--- src/sv/tsa_pkg.sv ---
// ----------------------------------------------------------------------------
// tsa_pkg
// Shared types and constants for the two-stacks-in-one-array block: field
// widths, opcodes, status codes and the controller/datapath interface structs.
// ----------------------------------------------------------------------------
`default_nettype none

package tsa_pkg;

    // field widths
    localparam int OPCODE_W = 3;
    localparam int DATA_W   = 32;
    localparam int STATUS_W = 2;
    localparam int CAP_W    = 5;

    // capacity after reset
    localparam logic [CAP_W-1:0] CAP_RESET = 5'd16;

    // opcodes
    localparam logic [OPCODE_W-1:0] OP_PUSH1 = 3'd0;
    localparam logic [OPCODE_W-1:0] OP_PUSH2 = 3'd1;
    localparam logic [OPCODE_W-1:0] OP_POP1  = 3'd2;
    localparam logic [OPCODE_W-1:0] OP_POP2  = 3'd3;
    localparam logic [OPCODE_W-1:0] OP_PEEK1 = 3'd4;
    localparam logic [OPCODE_W-1:0] OP_PEEK2 = 3'd5;

    // result status codes
    localparam logic [STATUS_W-1:0] ST_OK       = 2'd0;
    localparam logic [STATUS_W-1:0] ST_OVERFLOW = 2'd1;
    localparam logic [STATUS_W-1:0] ST_EMPTY    = 2'd2;

    // controller to datapath commands
    typedef struct packed {
        logic load_in;      // capture the input word
        logic exec;         // apply the operation to store and counts
        logic load_direct;  // result word computed without a store read
        logic load_mem;     // result word taken from the store read data
    } cmd_t;

    // datapath to controller status
    typedef struct packed {
        logic needs_read;   // operation reads a word from the store
        logic out_free;     // output register can take a result word
    } sts_t;

endpackage

`default_nettype wire

--- src/sv/two_stacks_shared_array.sv ---
// ----------------------------------------------------------------------------
// two_stacks_shared_array
// Two stacks in one store: stack one grows up from slot 0, stack two grows
// down from the top of the capacity in use. Push, pop and peek per word.
//
//   channel  direction  handshake          payload
//   s_       in         s_valid/s_ready    s_opcode, s_push_value
//   m_       out        m_valid/m_ready    m_read_value, m_status
//   cfg_     in         cfg_we             cfg_wdata (capacity_in_use)
//
// One word at a time: a push, an unused opcode or an empty pop/peek passes
// through the capture and execute states, its result registered in the execute
// state; a pop or peek that reads the store adds a read state, set by the
// registered read port of the store, and its result is registered there.
// While a result waits for m_ready one more word is taken, then s_ready stalls.
// Synchronous reset: counts cleared, capacity 16; a capacity write empties both stacks.
// ----------------------------------------------------------------------------
`default_nettype none

module two_stacks_shared_array #(
    parameter int DEPTH = 16
) (
    input  wire                                  aclk,
    input  wire                                  aresetn,
    input  wire                                  cfg_we,
    input  wire        [tsa_pkg::CAP_W-1:0]      cfg_wdata,
    input  wire                                  s_valid,
    output logic                                 s_ready,
    input  wire        [tsa_pkg::OPCODE_W-1:0]   s_opcode,
    input  wire signed [tsa_pkg::DATA_W-1:0]     s_push_value,
    output logic                                 m_valid,
    input  wire                                  m_ready,
    output logic signed [tsa_pkg::DATA_W-1:0]    m_read_value,
    output logic       [tsa_pkg::STATUS_W-1:0]   m_status
);

    tsa_pkg::cmd_t cmd;
    tsa_pkg::sts_t sts;

    // sequencer
    tsa_ctrl u_ctrl (
        .aclk    (aclk),
        .aresetn (aresetn),
        .s_valid (s_valid),
        .s_ready (s_ready),
        .sts     (sts),
        .cmd     (cmd)
    );

    // store, counts and output register
    tsa_datapath #(
        .DEPTH (DEPTH)
    ) u_datapath (
        .aclk         (aclk),
        .aresetn      (aresetn),
        .cmd          (cmd),
        .sts          (sts),
        .cfg_we       (cfg_we),
        .cfg_wdata    (cfg_wdata),
        .s_opcode     (s_opcode),
        .s_push_value (s_push_value),
        .m_valid      (m_valid),
        .m_ready      (m_ready),
        .m_read_value (m_read_value),
        .m_status     (m_status)
    );

endmodule

`default_nettype wire

--- src/sv/tsa_datapath.sv ---
// ----------------------------------------------------------------------------
// tsa_datapath
// Input register, capacity register, stack counts, shared store with a
// registered read port and the output register of the result channel.
// ----------------------------------------------------------------------------
`default_nettype none

module tsa_datapath #(
    parameter int DEPTH = 16
) (
    input  wire                                 aclk,
    input  wire                                 aresetn,
    input  tsa_pkg::cmd_t                       cmd,
    output tsa_pkg::sts_t                       sts,
    input  wire                                 cfg_we,
    input  wire        [tsa_pkg::CAP_W-1:0]     cfg_wdata,
    input  wire        [tsa_pkg::OPCODE_W-1:0]  s_opcode,
    input  wire signed [tsa_pkg::DATA_W-1:0]    s_push_value,
    output logic                                m_valid,
    input  wire                                 m_ready,
    output logic signed [tsa_pkg::DATA_W-1:0]   m_read_value,
    output logic       [tsa_pkg::STATUS_W-1:0]  m_status
);

    localparam int AW    = $clog2(DEPTH);
    localparam int CNT_W = $clog2(DEPTH + 1);
    localparam int EXT_W = ((CNT_W > tsa_pkg::CAP_W) ? CNT_W : tsa_pkg::CAP_W) + 1;

    logic        [tsa_pkg::OPCODE_W-1:0] op_reg;
    logic signed [tsa_pkg::DATA_W-1:0]   value_reg;
    logic        [tsa_pkg::CAP_W-1:0]    cap_reg;
    logic        [CNT_W-1:0]             lower_reg, lower_next;
    logic        [CNT_W-1:0]             upper_reg, upper_next;
    logic        [tsa_pkg::DATA_W-1:0]   mem [DEPTH];
    logic        [tsa_pkg::DATA_W-1:0]   rd_data_reg;
    logic                                m_valid_reg;
    logic signed [tsa_pkg::DATA_W-1:0]   out_value_reg;
    logic        [tsa_pkg::STATUS_W-1:0] out_status_reg;

    logic                                is_push, is_rd, is_pop, one;
    logic        [EXT_W-1:0]             cap_ext, depth_ext, cap_eff_ext;
    logic        [CNT_W-1:0]             cap_eff, cnt_sel;
    logic        [CNT_W:0]               used;
    logic                                full, empty;
    logic        [CNT_W-1:0]             push_slot, read_slot;
    logic        [AW-1:0]                addr;
    logic                                mem_we, mem_re;
    logic signed [tsa_pkg::DATA_W-1:0]   direct_value;
    logic        [tsa_pkg::STATUS_W-1:0] direct_status;

    // opcode decode
    assign is_push = (op_reg == tsa_pkg::OP_PUSH1) || (op_reg == tsa_pkg::OP_PUSH2);
    assign is_pop  = (op_reg == tsa_pkg::OP_POP1)  || (op_reg == tsa_pkg::OP_POP2);
    assign is_rd   = is_pop || (op_reg == tsa_pkg::OP_PEEK1) ||
                     (op_reg == tsa_pkg::OP_PEEK2);
    assign one     = ~op_reg[0];

    // effective capacity saturates at the store depth
    assign cap_ext     = EXT_W'(cap_reg);
    assign depth_ext   = EXT_W'(DEPTH);
    assign cap_eff_ext = (cap_ext > depth_ext) ? depth_ext : cap_ext;
    assign cap_eff     = cap_eff_ext[CNT_W-1:0];

    // full and empty checks
    assign used    = {1'b0, lower_reg} + {1'b0, upper_reg};
    assign full    = used >= {1'b0, cap_eff};
    assign cnt_sel = one ? lower_reg : upper_reg;
    assign empty   = (cnt_sel == '0) || (cnt_sel > cap_eff);

    // slot addresses: stack one from the bottom, stack two from the top
    assign push_slot = one ? lower_reg : (cap_eff - upper_reg - CNT_W'(1));
    assign read_slot = one ? (cnt_sel - CNT_W'(1)) : (cap_eff - cnt_sel);
    assign addr      = is_push ? push_slot[AW-1:0] : read_slot[AW-1:0];

    assign mem_we = cmd.exec && is_push && !full;
    assign mem_re = cmd.exec && is_rd && !empty;

    // status back to the controller
    assign sts = '{needs_read: is_rd && !empty, out_free: !m_valid_reg || m_ready};

    // result word without a store read
    always_comb begin
        direct_value  = '0;
        direct_status = tsa_pkg::ST_OK;
        if (is_push && full) begin
            direct_status = tsa_pkg::ST_OVERFLOW;
        end else if (is_rd) begin
            direct_value  = '1;
            direct_status = tsa_pkg::ST_EMPTY;
        end
    end

    // count updates
    always_comb begin
        lower_next = lower_reg;
        upper_next = upper_reg;
        if (cfg_we) begin
            lower_next = '0;
            upper_next = '0;
        end else if (cmd.exec) begin
            if (is_push && !full) begin
                if (one) begin
                    lower_next = lower_reg + CNT_W'(1);
                end else begin
                    upper_next = upper_reg + CNT_W'(1);
                end
            end else if (is_pop && !empty) begin
                if (one) begin
                    lower_next = lower_reg - CNT_W'(1);
                end else begin
                    upper_next = upper_reg - CNT_W'(1);
                end
            end
        end
    end

    // control registers
    always_ff @(posedge aclk) begin
        if (!aresetn) begin
            cap_reg     <= tsa_pkg::CAP_RESET;
            lower_reg   <= '0;
            upper_reg   <= '0;
            m_valid_reg <= 1'b0;
        end else begin
            if (cfg_we) begin
                cap_reg <= cfg_wdata;
            end
            lower_reg <= lower_next;
            upper_reg <= upper_next;
            if (cmd.load_direct || cmd.load_mem) begin
                m_valid_reg <= 1'b1;
            end else if (m_ready) begin
                m_valid_reg <= 1'b0;
            end
        end
    end

    // input word register
    always_ff @(posedge aclk) begin
        if (cmd.load_in) begin
            op_reg    <= s_opcode;
            value_reg <= s_push_value;
        end
    end

    // shared store, one write or one registered read per cycle
    always_ff @(posedge aclk) begin
        if (mem_we) begin
            mem[addr] <= value_reg;
        end
        if (mem_re) begin
            rd_data_reg <= mem[addr];
        end
    end

    // output word register
    always_ff @(posedge aclk) begin
        if (cmd.load_direct) begin
            out_value_reg  <= direct_value;
            out_status_reg <= direct_status;
        end else if (cmd.load_mem) begin
            out_value_reg  <= rd_data_reg;
            out_status_reg <= tsa_pkg::ST_OK;
        end
    end

    assign m_valid      = m_valid_reg;
    assign m_read_value = out_value_reg;
    assign m_status     = out_status_reg;

endmodule

`default_nettype wire

--- src/sv/tsa_ctrl.sv ---
// ----------------------------------------------------------------------------
// tsa_ctrl
// Sequencer for one word at a time: capture, execute, optional store read,
// then hand the result to the output register when it is free.
// ----------------------------------------------------------------------------
`default_nettype none

module tsa_ctrl (
    input  wire           aclk,
    input  wire           aresetn,
    input  wire           s_valid,
    output logic          s_ready,
    input  tsa_pkg::sts_t sts,
    output tsa_pkg::cmd_t cmd
);

    typedef enum logic [1:0] {
        S_IDLE,
        S_EXEC,
        S_READ
    } state_t;

    state_t state_reg, state_next;

    // command decode
    always_comb begin
        cmd        = '0;
        state_next = state_reg;
        unique case (state_reg)
            S_IDLE: begin
                if (s_valid) begin
                    cmd.load_in = 1'b1;
                    state_next  = S_EXEC;
                end
            end
            S_EXEC: begin
                if (sts.needs_read) begin
                    cmd.exec   = 1'b1;
                    state_next = S_READ;
                end else if (sts.out_free) begin
                    cmd.exec        = 1'b1;
                    cmd.load_direct = 1'b1;
                    state_next      = S_IDLE;
                end
            end
            S_READ: begin
                if (sts.out_free) begin
                    cmd.load_mem = 1'b1;
                    state_next   = S_IDLE;
                end
            end
            default: begin
                state_next = S_IDLE;
            end
        endcase
    end

    // state register
    always_ff @(posedge aclk) begin
        if (!aresetn) begin
            state_reg <= S_IDLE;
        end else begin
            state_reg <= state_next;
        end
    end

    assign s_ready = (state_reg == S_IDLE);

endmodule

`default_nettype wire

--- config.mk ---
export PLATFORM = sky130hd
export DESIGN_NAME = two_stacks_shared_array
export DESIGN_NICKNAME = d
export VERILOG_FILES = /design/src/sv/tsa_pkg.sv /design/src/sv/two_stacks_shared_array.sv /design/src/sv/tsa_datapath.sv /design/src/sv/tsa_ctrl.sv
export SDC_FILE = /design/constraint.sdc
export NUM_CORES = 1
export LEC_CHECK = 0
export BUFFER_PORTS_ARGS = -buffer_cell sky130_fd_sc_hd__buf_2
export CAP_MARGIN = 40
export CELL_PAD_IN_SITES_DETAIL_PLACEMENT = 1
export CELL_PAD_IN_SITES_GLOBAL_PLACEMENT = 2
export CORE_MARGIN = 4
export CORE_UTILIZATION = 50
export DETAILED_ROUTE_END_ITERATION = 6
export PLACE_DENSITY = 0.81
export SLEW_MARGIN = 10
export SYNTH_ARGS = -nofsm -noshare
export SYNTH_HDL_FRONTEND = slang
export SYNTH_SLANG_ARGS = --single-unit
export TNS_END_PERCENT = 1
--- constraint.sdc ---
create_clock -name aclk -period 13.7 [get_ports aclk]
set_input_delay 1.37 -clock aclk [delete_from_list [all_inputs] [get_ports aclk]]
set_output_delay 1.37 -clock aclk [all_outputs]
set_load 0.01 [all_outputs]
[Word-level counts from Yosys, hierarchy flattened]
Memory sizes are Yosys's and may differ from the RTL's. A register that Yosys moved wholly into a read port is not among the register bits.
Index checks and enable logic that the tools add are counted.
W data, S select, Z words.
Word-level totals
  bits in registers: 87
  bits in writable memories: 512
  output and inout port bits: 36
  memories kept: 1
Memories
  u_datapath.mem: words 16, width 32, read ports 1, clocked after Yosys merged registers in 1, wr ports 1, line tsa_datapath.sv:34  | logic [tsa_pkg::DATA_W-1:0] mem [DEPTH];
Cells by class
  add/subtract/negate cells: 9
  order comparisons: 3
  equal/unequal tests: 8
  multiplexer cells: 37
  bitwise gates (word level): 2
  reductions and logical operators: 27
Operators by type and width (number)
  $mux W32: 4
  $mux W5: 10
  $mux W2: 9
  $mux W4: 3
  $add A5 B1 Y5 const B: 2
  $mux W1: 10
  $sub A5 B1 Y5 const B: 2
  $logic_and A1 B1 Y1: 8
  $sub A4 B1 Y4 const B: 2
  $sub A4 B4 Y4: 2
  $logic_or A1 B1 Y1: 7
  $add A5 B5 Y6: 1
  $eq A3 B2 Y1 const B: 2
  $eq A3 B3 Y1 const B: 2
  $ge A6 B5 Y1: 1
  $pmux W2 S3: 1
  $reduce_and A3 Y1: 2
  $reduce_bool A2 Y1: 3
  $gt A5 B5 Y1: 1
  $gt A5 B5 Y1 const B: 1
  $logic_not A5 Y1: 1
  $eq A3 B1 Y1 const B: 1
  $logic_not A1 Y1: 3
  $logic_not A3 Y1: 1
  other kinds (6): 7

[Depth between registers and ports, before layout]
Gate-level depths: netlist of the first run.
  depth after elaboration: 12
  gate-level depth with buffers: 16
  gate-level depth less buffers: 16

[By module]
From an unflattened synthesis of the first run, not the netlist that was laid out.
Second synthesis, totals
  cells, all modules: 1541
  area, all modules: 25813.5 um^2
Modules (own cells, without submodules)
  tsa_datapath: times used 1, cells each 1526, area an instance 25680.9 um^2, seq. area each 18728.0 um^2
  tsa_ctrl: times used 1, cells each 15, area an instance 132.6 um^2, seq. area each 40.0 um^2

[Worst setup path before layout of the first run]
No wires, ideal clock.
  path kind: flip-flop to flip-flop
  from: reg u_datapath.lower_reg[0]
  to: mem u_datapath.mem[6][0] (netlist bit) (enable)
  data arrival time: 5125 ps
  required time: 13232 ps
  path slack: 8107 ps
  cell stages (with the launch flop): 11
  buffers on the path: 0
  period minus slack after synthesis: 5593 ps
  cell sequence: dfxtp_1 -> ha_1 -> fa_1 -> xor2_1 -> ha_1 -> o21a_1 -> o21ai_0 -> o2111ai_4 -> nor2_1 -> nand4b_1 -> nor3b_1
Between the ends
  cells in the longest elaborated chain, start to end: 11
  elaborated cells on any way between the ends: 20
  those cells by class: add/sub: 3; order compare: 2; mux: 8; reduce/logical: 7
Ends and longest elaborated chain
  start: declaration: line tsa_datapath.sv:32  | logic [CNT_W-1:0] lower_reg, lower_next;
  start signal: assignment: line tsa_datapath.sv:128  | lower_reg <= lower_next;
  branches (longest 11 deep; another with $add A5 B5 Y6)
  end: declaration: line tsa_datapath.sv:34
Several ways; the timed one is not identified.

[Worst setup path in the final report of the first run]
  from: reg u_datapath.op_reg[0] (netlist bit)
  to: mem u_datapath.mem[5][15] (netlist bit) (enable)
Between the ends
  cells in the longest elaborated chain, start to end: 11
  elaborated cells on any way between the ends: 27
  those cells by class: add/sub: 2; order compare: 1; eq/ne: 5; mux: 8; reduce/logical: 11
Ends and longest elaborated chain
  start: declaration: line tsa_datapath.sv:29  | logic [tsa_pkg::OPCODE_W-1:0] op_reg;
  start signal: assignment: line tsa_datapath.sv:141  | op_reg <= s_opcode;
  $mux W5 or $eq A3 B2 Y1 (tied branches): line tsa_datapath.sv:67, tsa_datapath.sv:53
  $gt A5 B5 Y1, or another cell as far along: line tsa_datapath.sv:68  | assign empty = (cnt_sel == '0) || (cnt_sel > cap_eff);
  $logic_or A1 B1 Y1 (on tied branches): line tsa_datapath.sv:68, tsa_datapath.sv:54
  $logic_not A1 Y1 or $logic_or A1 B1 Y1 (tied branches): line tsa_datapath.sv:79, tsa_datapath.sv:54
  $logic_and A1 B1 Y1: line tsa_datapath.sv:79  | assign sts = '{needs_read: is_rd && !empty, out_free: !m_valid_reg || m_ready};
  $mux W1: line tsa_ctrl.sv:37  | if (sts.needs_read) begin
  $mux W2: line tsa_ctrl.sv:29  | unique case (state_reg)
  $logic_and A1 B1 Y1 (2 in series): line tsa_datapath.sv:75  | assign mem_we = cmd.exec && is_push && !full;
  $mux W1: line tsa_datapath.sv:148  | if (mem_we) begin
  $mux W1 (not written as such): line tsa_datapath.sv:149  | mem[addr] <= value_reg;
Parallel ways exist; a longest one is shown, timed or not.

==> results.md, run 1 <==
| Parameter | Reported |
| --- | --- |
| Result of the run | completed |
| Slew @ Worst Pin | 0.910 ns |
| IO Count | 81 |
| XOR/XNOR Fraction of Synth Area | 0.530% |
| Clock insertion delay at the later pin of the skew report | 0.61 ns |
| Power per Cell Area | 147 mW/mm² |
| Gate Count Post-Synth | 1442 |
| Simple-gate share of the synthesized area | 1.96% |
| Share of layout cells above drive strength 1 | 15.5% |
| Number of global-route vias before repair | 13.7k |
| Critical Path Fanout Max | 113 |
| Final hold violations | 0 |
| Top-area cell type share of the netlist area | 70.9% |
| DRC | 0 |
| Initial antenna violation count | 0 |
| Vert. Die Dim | 236 µm |
| DPL Wire Length | 33.7 mm |
| Largest register FFs | 512 |
| H-tree depth | 3 |
| Category of the worst setup path launch point | register |
| Detailed-route wire length | 57.1 mm |
| Count of pins over their slew limit | 0 |
| Vias post-DR | 12.9k |
| Overall die width | 236 µm |
| Critical path arrival | 5.70 ns |
| Most common cell in the netlist | sky130_fd_sc_hd__edfxtp_1 |
| Leakage power figure | 11.0 nW |
| Count of cell types in the netlist | 48 |
| Yosys warning count | 0 |
| Antenna cells | 0 |
| End of the worst hold path | u_datapath.cap_reg[0] |
| Total negative setup slack | 0 ns |
| Met3 wire length | 2.04 mm |
| Worst reg2reg setup slack | 8.24 ns |
| Multiplexer share of the synthesized area | 19.1% |
| TritonCTS clock tree | done |
| CORE AREA | 0.0514 mm² |
| Violation count after the first detailed-route iteration | 929 |
| Critical path type | register to register |
| Average size of a mapped cell | 18.0 µm² |
| Primary flip-flop cell chosen by synthesis mapping | sky130_fd_sc_hd__edfxtp_1 |
| Uppermost routed layer | met4 |
| Final cycle utilization of the critical path | 39.9% |
| Setup ws final | 8.24 ns |
| Type of the worst min-delay path | register to register |
| Average detailed-routed wire length per instance | 24.9 µm |
| Routed length on met1 | 24.7 mm |
| Layout area overhead | 13.9% |
| Post CTS Setup Buffer Count | 0 |
| Num CTS Buffers | 68 |
| Port Buffers | 80 |
| Worst flop-to-flop path endpoint | u_datapath.mem[5][15] |
| Post-layout net count | 1641 |
| Final critical path time including I/O delays and setup | 5.46 ns |
| Largest cells by area after synthesis | sky130_fd_sc_hd__edfxtp_1 (71%), sky130_fd_sc_hd__mux2i_1 (19%), sky130_fd_sc_hd__ha_1 (1.4%) |
| Dominant combinational cell family by area after synthesis | multiplexers |
| Most common library cells after synthesis | sky130_fd_sc_hd__edfxtp_1 (613), sky130_fd_sc_hd__mux2i_1 (489), sky130_fd_sc_hd__o21a_1 (35) |
| Total global-route track usage | 20.4% |
| Total grt overflow | 0 |
| Biggest register | u_datapath.mem |
| Sequential share of the synthesized area | 72.3% |
| Rows | 83 |
| Wire length of the first global-routing pass | 86.4 mm |
| Number of gates resized after cts | 0 |
| Share of the synthesized area in compound gates (AO/OA/AOI/OAI) | 2.56% |
| Async SR Flop Fraction | 0% |
| Startpoint of the lowest-slack hold path | u_datapath.cap_reg[0] |
| Final setup fails | 0 |
| Met2 Routed Length | 28.9 mm |
| Number of violations of the max-capacitance limit | 0 |
| Maximum number of buffers from clock root to sink | 3 |
| Clock Pin Slew Worst Setup and Hold Paths | 0.06 ns |
| Count of antenna-violating nets left after detailed routing | 0 |
| Post-CTS Hold Buffers | 0 |
| Synthesized flop and latch total | 631 |
| Number of enable-type register cells in the synthesized netlist | 613 |
| Synthesized area | 0.0260 mm² |
| Number of vias per cell | 5.63 |
| Net count after synthesis | 1521 |
| Launch point of the worst reg-to-reg path | u_datapath.op_reg[0] |
| Depth of the worst register-to-register path | 12 |
| Arithmetic-cell share of the synthesized area counting full adders, half adders and majority gates | 1.78% |
| Starting utilization of the core area | 50.5% |
| Type of element capturing the critical path | register |
| Sinks on the clock net | 631 |
| Pin count of the biggest net entering global routing | 114 |
| Detailed-routing iteration count for the pre-antenna-repair pass | 5 |
| Worst path required time | 13.93 ns |
| Library cell occupying the most area in the post-synthesis netlist | sky130_fd_sc_hd__edfxtp_1 |
| Placement Setup Slack | 8.23 ns |
| Clock root buffer master | sky130_fd_sc_hd__clkbuf_16 |
| Max IR drop VDD | 112 µV |
| Unrepaired setup endpoints after global routing | false |
| Final Wtd Congestion | 0.769 |
| Max Fclk | 0.183 GHz |
| Max-slew headroom | 39.4% |
| Cell depth of the worst hold path | 2 |
| Skew final | 0.0194 ns |
| Die area | 0.0557 mm² |
power by group:
part	switching (W)	internal, W	leakage [nW]
clock network	0.000738	0.00107	1.07
registers	0.0000319	0.00215	5.69
logic	0.000206	0.000156	4.28
total	0.000976	0.00338	11.0
cell usage in the layout (no fill, tap or decap), types with 3 or more instances in the layout:
cell type                    Yosys  layout
sky130_fd_sc_hd__nor2_1         11       9
sky130_fd_sc_hd__xor2_1          6       6
sky130_fd_sc_hd__o21a_1         35      35
sky130_fd_sc_hd__clkbuf_16       0      70
sky130_fd_sc_hd__mux2_2          3       3
sky130_fd_sc_hd__buf_16          0       3
sky130_fd_sc_hd__nand2b_1        5       5
sky130_fd_sc_hd__inv_1          20      20
sky130_fd_sc_hd__or3_1           5       5
sky130_fd_sc_hd__nor2b_1        14      14
sky130_fd_sc_hd__dfxtp_1        18      18
sky130_fd_sc_hd__nor3_2          0       8
sky130_fd_sc_hd__edfxtp_1      613     613
sky130_fd_sc_hd__clkbuf_1       15      15
sky130_fd_sc_hd__mux2i_1       489     487
sky130_fd_sc_hd__buf_2          30      80
sky130_fd_sc_hd__clkinv_1        0      13
sky130_fd_sc_hd__a21o_1          8       8
sky130_fd_sc_hd__nand3_1         5       4
sky130_fd_sc_hd__nand4b_1        3       3
sky130_fd_sc_hd__o211ai_1        3       3
sky130_fd_sc_hd__bufinv_16       0       7
sky130_fd_sc_hd__clkinv_2        0      11
sky130_fd_sc_hd__a21oi_1        19      19
sky130_fd_sc_hd__nand2_1         6       6
sky130_fd_sc_hd__o21ai_0        13      13
sky130_fd_sc_hd__buf_12          0       4
sky130_fd_sc_hd__or4_1           3       3
sky130_fd_sc_hd__xnor2_1         7       7
sky130_fd_sc_hd__nand4_1         4       4
sky130_fd_sc_hd__ha_1           29      29
sky130_fd_sc_hd__nor3b_2         0       8
sky130_fd_sc_hd__buf_4          25      35
sky130_fd_sc_hd__fa_1            5       5
sky130_fd_sc_hd__clkinvlp_4      0       3
logic make-up after synthesis:
| family | count (synthesis) |
|---|---|
| DFF | 631 |
| muxes | 493 |
| AOI/OAI and AO/OA | 92 |
| buffers and inverters | 92 |
| and+or+nand+nor | 86 |
| adders and majority gates | 34 |
| xor gates and xnor gates | 14 |
through the flow:
stage | util [%] | hold slack, ns | cells | power, W | area, µm²
6_report | 57.6 | 0.530 | 2295 | 0.00436 | 29600
5_1_grt | 57.6 | 0.548 | 2295 | 0.00452 | 29600
4_1_cts | 57.6 | 0.534 | 2295 | 0.00440 | 29600
3_5_place_dp | 53.3 | 0.523 | 2172 | 0.00259 | 27400
3_3_place_gp | 53.0 | 0.507 | 2163 | 0.00257 | 27200
2_1_floorplan | - | 0.468 | 1442 | 0.00248 | 26000
critical path, cell delays in order, from the launching register on:
cell	delay, ns
sky130_fd_sc_hd__edfxtp_1	0.86
sky130_fd_sc_hd__nor2b_1	0.11
sky130_fd_sc_hd__a21o_1	0.20
sky130_fd_sc_hd__ha_1	0.22
sky130_fd_sc_hd__fa_1	0.44
sky130_fd_sc_hd__xnor2_1	0.14
sky130_fd_sc_hd__mux2i_1	0.12
sky130_fd_sc_hd__mux2i_4	0.16
sky130_fd_sc_hd__buf_4	0.42
sky130_fd_sc_hd__buf_12	0.70
sky130_fd_sc_hd__nand4_1	0.30
sky130_fd_sc_hd__nor3b_2	0.80
sky130_fd_sc_hd__buf_4	0.57
worst max-delay path by stage:
stage / startpoint / to / slack, ns
final: u_datapath.op_reg[0] / u_datapath.mem[5][15] / 8.24
after global routing: u_datapath.op_reg[0] / u_datapath.mem[5][25] / 7.91
after CTS: u_datapath.op_reg[0] / u_datapath.mem[5][13] / 8.20
after detailed placement: u_datapath.op_reg[0] / u_datapath.mem[5][13] / 8.23
after global placement: u_datapath.op_reg[0] / u_datapath.mem[1][19] / 8.18
after floorplan: u_datapath.lower_reg[0] / u_datapath.mem[6][0] / 8.11
metal layers:
metal  up-vias  GRT usage, %
li1       5898             -
met1      6692          27.2
met2       239          35.3
met3        85          3.47
met4         0          5.25
met5         -             0
cell type report:
cell class / instances / area (µm²)
Timing Repair Buffer: 122 / 826
Inverter: 20 / 75.1
Tap cell: 680 / 851
Clock inverter: 38 / 390
Sequential cell: 631 / 18800
Fill cell: 4564 / 21800
Multi-Input combinational cell: 719 / 6870
Clock buffer: 85 / 1810
Power figures use the tool's default switching activity.
==> run 2, diff against run 1 <==
--- a/config.mk
+++ b/config.mk
@@ -10,9 +10,9 @@
 export CELL_PAD_IN_SITES_DETAIL_PLACEMENT = 1
 export CELL_PAD_IN_SITES_GLOBAL_PLACEMENT = 2
 export CORE_MARGIN = 4
-export CORE_UTILIZATION = 50
+export CORE_UTILIZATION = 43
 export DETAILED_ROUTE_END_ITERATION = 6
-export PLACE_DENSITY = 0.81
+export PLACE_DENSITY = 0.74
 export SLEW_MARGIN = 10
 export SYNTH_ARGS = -nofsm -noshare
 export SYNTH_HDL_FRONTEND = slang
==> constraint.sdc (replaced) <==
create_clock -name aclk -period 4.77 [get_ports aclk]
set_input_delay 0.477 -clock aclk [delete_from_list [all_inputs] [get_ports aclk]]
set_output_delay 0.477 -clock aclk [all_outputs]
set_load 0.01 [all_outputs]
==> run 2 against run 1 <==
Final area rose by 1.3%. Clock skew fell by 0.0024 ns. Register-to-register slack got worse by 7.5 ns. Fmax rose by 35%.
==> results.md, run 2 (same netlist as run 1, synthesis figures left out) <==
| Parameter | Reported | Change |
| --- | --- | --- |
| Overall die width | 254 µm | was 236 µm |
| Number of gates resized after cts | 0 | unchanged |
| Final setup fails | 0 | unchanged |
| Count of pins over their slew limit | 0 | unchanged |
| Buffers and inverters on the worst path | 0 | was 3 |
| Fillers | 5411 | was 4564 |
| Slew @ Worst Pin | 0.731 ns | was 0.910 ns |
| Die area | 0.0644 mm² | was 0.0557 mm² |
| Count of antenna-violating nets left after detailed routing | 0 | unchanged |
| Setup ws final | 0.728 ns | was 8.24 ns |
| Port Buffers | 80 | unchanged |
| Cell depth of the worst hold path | 1 | was 2 |
| DRC | 0 | unchanged |
| Number of violations of the max-capacitance limit | 0 | unchanged |
| End of the worst hold path | u_datapath.value_reg[28] | was u_datapath.cap_reg[0] |
| Number of vias per cell | 5.39 | was 5.63 |
| Result of the run | completed | unchanged |
| Final cycle utilization of the critical path | 84.7% | was 39.9% |
| Maximum number of buffers from clock root to sink | 3 | unchanged |
| Type of element capturing the critical path | register | unchanged |
| Num CTS Buffers | 69 | was 68 |
| Largest register FFs | 512 | unchanged |
| Critical Path Fanout Max | 13 | was 113 |
| Post-layout net count | 1664 | was 1641 |
| Most frequent cells in the layout | sky130_fd_sc_hd__edfxtp_1 (613), sky130_fd_sc_hd__mux2i_1 (487), sky130_fd_sc_hd__buf_2 (80) | unchanged |
| CP peak stage delay | 0.54 ns | was 0.86 ns |
| Detailed-routing iteration count for the pre-antenna-repair pass | 4 | was 5 |
| Vert. Die Dim | 254 µm | was 236 µm |
| Number of global-route vias before repair | 14.1k | was 13.7k |
| Worst reg2reg setup slack | 0.73 ns | was 8.24 ns |
| Most common cell after layout, fill and taps aside | sky130_fd_sc_hd__edfxtp_1 | unchanged |
| Post CTS Setup Buffer Count | 0 | unchanged |
| Type of the worst min-delay path | primary input to register | was register to register |
| Worst flop-to-flop path endpoint | u_datapath.lower_reg[4] | was u_datapath.mem[5][15] |
| Clock root buffer master | sky130_fd_sc_hd__clkbuf_16 | unchanged |
| Category of the worst setup path launch point | register | unchanged |
| Worst path required time | 5.29 ns | was 13.93 ns |
| Initial antenna violation count | 0 | unchanged |
| Max Fclk | 0.247 GHz | was 0.183 GHz |
| TritonCTS clock tree | done | unchanged |
| Vias post-DR | 13.0k | was 12.9k |
| Sinks on the clock net | 631 | unchanged |
| Average detailed-routed wire length per instance | 24.4 µm | was 24.9 µm |
| CORE AREA | 0.0594 mm² | was 0.0514 mm² |
| Critical path type | register to register | unchanged |
| H-tree depth | 3 | unchanged |
| Starting utilization of the core area | 43.8% | was 50.5% |
| Placement Setup Slack | 0.744 ns | was 8.23 ns |
| Total grt overflow | 0 | unchanged |
| Rows | 89 | was 83 |
| Total negative setup slack | 0 ns | unchanged |
| Share of layout cells above drive strength 1 | 16.6% | was 15.5% |
| IO Count | 81 | unchanged |
| Max-slew headroom | 51.3% | was 39.4% |
| Antenna cells | 0 | unchanged |
| Biggest register | u_datapath.mem | unchanged |
| Final critical path time including I/O delays and setup | 4.04 ns | was 5.46 ns |
| Unrepaired setup endpoints after global routing | false | unchanged |
| Leakage power figure | 11.2 nW | was 11.0 nW |
| Violation count after the first detailed-route iteration | 768 | was 929 |
| Top cell family by delay on the critical path | adder cells | was buffers and inverters |
| Startpoint of the lowest-slack hold path | s_push_value[28] | was u_datapath.cap_reg[0] |
| Layout area overhead | 15.4% | was 13.9% |
| Launch point of the worst reg-to-reg path | u_datapath.lower_reg[0] | was u_datapath.op_reg[0] |
| Clock insertion delay at the later pin of the skew report | 0.60 ns | was 0.61 ns |
| DPL Wire Length | 36.4 mm | was 33.7 mm |
| Final Wtd Congestion | 0.788 | was 0.769 |
| Clock Pin Slew Worst Setup and Hold Paths | 0.06 ns | about the same |
| Pin count of the biggest net entering global routing | 51 | was 114 |
| Final hold violations | 0 | unchanged |
| Power per Cell Area | 423 mW/mm² | was 147 mW/mm² |
| Skew final | 0.0170 ns | was 0.0194 ns |
| Depth of the worst register-to-register path | 13 | was 12 |
| Detailed-route wire length | 58.8 mm | was 57.1 mm |
| Crit-path slowest cell | sky130_fd_sc_hd__fa_1 | was sky130_fd_sc_hd__edfxtp_1 |
| Cell breakdown of the critical path | ha_1, fa_1, xor2_1, ha_1, o21a_1, o21ai_0, o2111ai_4, fa_1, a21o_1, a21oi_1, xor2_1, or4_1, a21oi_1 | was nor2b_1, a21o_1, ha_1, fa_1, xnor2_1, mux2i_1, mux2i_4, buf_4, buf_12, nand4_1, nor3b_2, buf_4 |
| Wire length of the first global-routing pass | 88.8 mm | was 86.4 mm |
| Post-CTS Hold Buffers | 0 | unchanged |
| Total global-route track usage | 18.4% | was 20.4% |
| Critical path arrival | 4.56 ns | was 5.70 ns |
| Max IR drop VDD | 232 µV | was 112 µV |
run 2: cell count changes in the layout (fill, tap and decap cells not counted):
cell | before | now
sky130_fd_sc_hd__buf_4 | 35 | 52
sky130_fd_sc_hd__buf_12 | 4 | 12
sky130_fd_sc_hd__buf_16 | 3 | 0
sky130_fd_sc_hd__clkbuf_16 | 70 | 73
sky130_fd_sc_hd__clkinv_1 | 13 | 11
sky130_fd_sc_hd__clkinv_2 | 11 | 9
sky130_fd_sc_hd__bufinv_16 | 7 | 8
sky130_fd_sc_hd__clkinv_8 | 1 | 0
sky130_fd_sc_hd__clkinvlp_4 | 3 | 2
run 2: power breakdown:
group	leakage [nW]	internal (W)	switching [W]
sequential	5.69	0.00618	0.0000960
clock	1.10	0.00323	0.00212
combinational	4.40	0.000454	0.000610
total	11.2	0.00986	0.00282
run 2: cell type report:
class	instances	area, µm²	share of cell area, %
clock buffer	88	1880	6.28
clock inverter	33	379	1.26
inverter	20	75.1	0.250
multi-input combinational	719	6870	22.9
sequential	631	18800	62.6
tap	773	967	3.23
timing repair buffer	144	1030	3.44
run 2: layer usage:
layer / global-route usage [%] / up-vias / wire [µm]
met5: 0 / - / 0
met2: 32.0 / 232 / 29600
met3: 3.26 / 80 / 2140
li1: - / 5933 / -
met4: 5.64 / 0 / 1400
met1: 23.8 / 6741 / 25600
run 2: worst max-delay path by stage:
| stage | startpoint | endpoint | cells after the start |
|---|---|---|---|
| finish | u_datapath.lower_reg[0] | u_datapath.lower_reg[4] | 13 |
| global route | u_datapath.upper_reg[1] | u_datapath.upper_reg[4] | 15 |
| CTS | u_datapath.lower_reg[0] | u_datapath.upper_reg[4] | 16 |
| detailed placement | u_datapath.lower_reg[0] | u_datapath.upper_reg[4] | 16 |
| global placement | u_datapath.lower_reg[0] | u_datapath.lower_reg[4] | 13 |
| floorplan | u_datapath.lower_reg[0] | u_datapath.mem[6][0] | 10 |
run 2: metrics by stage:
stage / instance area [µm²] / utilization (%) / power (W) / hold slack [ns] / instances
finish: 30000 / 50.5 / 0.0127 / 0.0495 / 2408
CTS: 30000 / 50.5 / 0.0128 / 0.00999 / 2408
global route: 30000 / 50.5 / 0.0132 / 0.0223 / 2408
detailed placement: 27700 / 46.7 / 0.00748 / 0.508 / 2287
floorplan: 26000 / - / 0.00711 / 0.468 / 1442
global placement: 27700 / 46.7 / 0.00745 / 0.505 / 2287
==> run 3, diff against run 2 <==
--- a/config.mk
+++ b/config.mk
@@ -5,6 +5,7 @@
 export SDC_FILE = /design/constraint.sdc
 export NUM_CORES = 1
 export LEC_CHECK = 0
+export ABC_AREA = 1
 export BUFFER_PORTS_ARGS = -buffer_cell sky130_fd_sc_hd__buf_2
 export CAP_MARGIN = 40
 export CELL_PAD_IN_SITES_DETAIL_PLACEMENT = 1
@@ -12,7 +13,7 @@
 export CORE_MARGIN = 4
 export CORE_UTILIZATION = 43
 export DETAILED_ROUTE_END_ITERATION = 6
-export PLACE_DENSITY = 0.74
+export PLACE_DENSITY = 0.77
 export SLEW_MARGIN = 10
 export SYNTH_ARGS = -nofsm -noshare
 export SYNTH_HDL_FRONTEND = slang
==> constraint.sdc (replaced) <==
create_clock -name aclk -period 4.1 [get_ports aclk]
set_input_delay 0.41 -clock aclk [delete_from_list [all_inputs] [get_ports aclk]]
set_output_delay 0.41 -clock aclk [all_outputs]
set_load 0.01 [all_outputs]
==> run 3 against run 2 <==
Utilization is essentially flat. Fmax grew 6.7%. Final area shrank 2.8%. Clock power grew 8.8%. Total power grew 16%. Worst hold slack lost 0.030 ns. Synthesized cell count grew 40%. Global-route usage grew 3.6 points.
==> results.md, run 3 <==
| Parameter | Reported | Change |
| --- | --- | --- |
| Final cycle utilization of the critical path | 92.4% | was 84.7% |
| Crit-path slowest cell | sky130_fd_sc_hd__edfxtp_1 | was sky130_fd_sc_hd__fa_1 |
| Type of element capturing the critical path | register | unchanged |
| Sinks on the clock net | 631 | unchanged |
| Initial antenna violation count | 0 | unchanged |
| Cell breakdown of the critical path | inv_2, nor2_1, nor2_2, ha_1, nand2_1, nor2_1, nand2_1, nand2_1, nand3_2, nand2_1, nand2_1, nor2_2, nand2_1, nor2_4, buf_12 | was ha_1, fa_1, xor2_1, ha_1, o21a_1, o21ai_0, o2111ai_4, fa_1, a21o_1, a21oi_1, xor2_1, or4_1, a21oi_1 |
| Rows | 88 | was 89 |
| Clock root buffer master | sky130_fd_sc_hd__clkbuf_16 | unchanged |
| IO Count | 81 | unchanged |
| Leakage power figure | 10.7 nW | was 11.2 nW |
| Type of the worst min-delay path | primary input to register | unchanged |
| Most common cell in the netlist | sky130_fd_sc_hd__nand2_1 | was sky130_fd_sc_hd__edfxtp_1 |
| Sequential share of the synthesized area | 74.8% | was 72.3% |
| Primary flip-flop cell chosen by synthesis mapping | sky130_fd_sc_hd__edfxtp_1 | unchanged |
| Most common library cells after synthesis | sky130_fd_sc_hd__nand2_1 (947), sky130_fd_sc_hd__edfxtp_1 (613), sky130_fd_sc_hd__nand4_1 (132) | was sky130_fd_sc_hd__edfxtp_1 (613), sky130_fd_sc_hd__mux2i_1 (489), sky130_fd_sc_hd__o21a_1 (35) |
| Wire length of the first global-routing pass | 104 mm | was 88.8 mm |
| Overall die width | 250 µm | was 254 µm |
| Power per Cell Area | 505 mW/mm² | was 423 mW/mm² |
| Synthesized flop and latch total | 631 | unchanged |
| Number of gates resized after cts | 0 | unchanged |
| Average detailed-routed wire length per instance | 23.0 µm | was 24.4 µm |
| Largest register FFs | 512 | unchanged |
| Library cell occupying the most area in the post-synthesis netlist | sky130_fd_sc_hd__edfxtp_1 | unchanged |
| Number of vias per cell | 5.33 | was 5.39 |
| Clock Pin Slew Worst Setup and Hold Paths | 0.06 ns | about the same |
| Fillers | 5894 | was 5411 |
| Biggest register | u_datapath.mem | unchanged |
| Critical Path Fanout Max | 21 | was 13 |
| Synthesized area | 0.0251 mm² | was 0.0260 mm² |
| Most frequent cells in the layout | sky130_fd_sc_hd__nand2_1 (946), sky130_fd_sc_hd__edfxtp_1 (613), sky130_fd_sc_hd__nand4_1 (132) | was sky130_fd_sc_hd__edfxtp_1 (613), sky130_fd_sc_hd__mux2i_1 (487), sky130_fd_sc_hd__buf_2 (80) |
| Detailed-routing iteration count for the pre-antenna-repair pass | 5 | was 4 |
| Post-Layout Cell Count | 2983 | was 2408 |
| Result of the run | completed | unchanged |
| Critical path type | register to register | unchanged |
| Die area | 0.0623 mm² | was 0.0644 mm² |
| Post-layout net count | 2252 | was 1664 |
| Post-CTS Hold Buffers | 34 | was 0 |
| Total grt overflow | 0 | unchanged |
| Vias post-DR | 15.9k | was 13.0k |
| Maximum number of buffers from clock root to sink | 3 | unchanged |
| Number of violations of the max-capacitance limit | 0 | unchanged |
| Async SR Flop Fraction | 0% | unchanged |
| Final hold violations | 0 | unchanged |
| Net count after synthesis | 2099 | was 1521 |
| Cell seen most often among critical-path stages | sky130_fd_sc_hd__nand2_1 |  |
| H-tree depth | 3 | unchanged |
| Post CTS Setup Buffer Count | 0 | unchanged |
| Starting utilization of the core area | 43.5% | was 43.8% |
| Port Buffers | 80 | unchanged |
| Count of placed standard cells including taps | 2834 | was 2287 |
| Final Wtd Congestion | 0.833 | was 0.788 |
| Antenna cells | 0 | unchanged |
| Layout area overhead | 16.1% | was 15.4% |
| Clock insertion delay at the later pin of the skew report | 0.60 ns | about the same |
| Average size of a mapped cell | 12.4 µm² | was 18.0 µm² |
| Number of enable-type register cells in the synthesized netlist | 613 | unchanged |
| Most common cell after layout, fill and taps aside | sky130_fd_sc_hd__nand2_1 | was sky130_fd_sc_hd__edfxtp_1 |
| Worst path required time | 4.39 ns | was 5.29 ns |
| Final setup fails | 0 | unchanged |
| Final critical path time including I/O delays and setup | 3.79 ns | was 4.04 ns |
| Top-area cell type share of the netlist area | 73.3% | was 70.9% |
| DPL Wire Length | 39.8 mm | was 36.4 mm |
| Violation count after the first detailed-route iteration | 1114 | was 768 |
| Yosys warning count | 0 | unchanged |
| Critical path arrival | 4.08 ns | was 4.56 ns |
| Category of the worst setup path launch point | register | unchanged |
| Max Fclk | 0.264 GHz | was 0.247 GHz |
| Skew final | 0.0240 ns | was 0.0170 ns |
| CP peak stage delay | 0.69 ns | was 0.54 ns |
| Detailed-route wire length | 68.7 mm | was 58.8 mm |
| Gate Count Post-Synth | 2020 | was 1442 |
| Count of antenna-violating nets left after detailed routing | 0 | unchanged |
| Pin count of the biggest net entering global routing | 62 | was 51 |
| Vert. Die Dim | 250 µm | was 254 µm |
| Unrepaired setup endpoints after global routing | false | unchanged |
| Max-slew headroom | 53.5% | was 51.3% |
| Count of cell types in the netlist | 31 | was 48 |
| Max IR drop VDD | 308 µV | was 232 µV |
| Total global-route track usage | 22.1% | was 18.4% |
| Share of layout cells above drive strength 1 | 11.9% | was 16.6% |
| Post-layout util | 50.5% | about the same |
| Top cell family by delay on the critical path | simple AND/OR/NAND/NOR gates | was adder cells |
| Buffers and inverters on the worst path | 2 | was 0 |
| Count of pins over their slew limit | 0 | unchanged |
| TritonCTS clock tree | done | unchanged |
| Num CTS Buffers | 68 | was 69 |
| Slew @ Worst Pin | 0.698 ns | was 0.731 ns |
| DRC | 0 | unchanged |
| CORE AREA | 0.0577 mm² | was 0.0594 mm² |
| Number of global-route vias before repair | 16.9k | was 14.1k |
| Largest cells by area after synthesis | sky130_fd_sc_hd__edfxtp_1 (73%), sky130_fd_sc_hd__nand2_1 (14%), sky130_fd_sc_hd__nand4_1 (3.3%) | was sky130_fd_sc_hd__edfxtp_1 (71%), sky130_fd_sc_hd__mux2i_1 (19%), sky130_fd_sc_hd__ha_1 (1.4%) |
| Total negative setup slack | 0 ns | unchanged |
-- run 3: worst paths after layout --
path | to | startpoint | slack, ns | cells past startpoint
hold reg to reg | u_datapath.m_read_value[9] | u_datapath.rd_data_reg[9] | 0.51 | 2
setup reg to reg | u_datapath.mem[12][15] | u_datapath.op_reg[0] | 0.31 | 15
hold / removal | u_datapath.op_reg[0] | s_opcode[0] | 0.02 | 1
setup / recovery | u_datapath.mem[12][15] | u_datapath.op_reg[0] | 0.31 | 15
-- run 3: cell families after synthesis --
logic type                 Yosys count  share of synthesized area [%]
and+or+nand+nor                   1161                           18.9
xor gates and xnor gates            14                          0.489
AOI/OAI and AO/OA                   42                          0.932
buffers and inverters              138                           3.04
adders and majority gates           34                           1.84
DFF                                631                           74.8
-- run 3: report_power, final --
part / internal, W / switching [W]
sequential: 0.00723 / 0.000124
combinational: 0.000442 / 0.00111
clock: 0.00338 / 0.00243
total: 0.0110 / 0.00366
-- run 3: area by class of cell --
cell class                 count  area (µm²)  area share (%)
sequential                   631       18800            64.4
multi-input combinational   1251        5720            19.6
clock buffer                  81        1770            6.08
timing repair buffer         169        1430            4.90
tap                          765         957            3.29
clock inverter                34         290           0.996
inverter                      52         200           0.687
-- run 3: layer usage --
metal	track usage, %	vias up	share of wire [%]
met5	0	-	0
met4	5.87	0	1.8
met3	3.79	79	5.0
met2	37.5	404	49
met1	29.7	8149	44
li1	-	7281	-
-- run 3: metrics by stage --
step	power, W	worst slack, ns	instance area [µm²]	hold WS [ns]
detailed placement	0.00902	0.337	26700	0.505
floorplan	0.00842	-0.115	25100	0.463
global placement	0.00898	0.454	26700	0.494
CTS	0.0149	0.313	29100	0.00454
finish	0.0147	0.311	29100	0.0191
global route	0.0153	0.0112	29100	0.00715
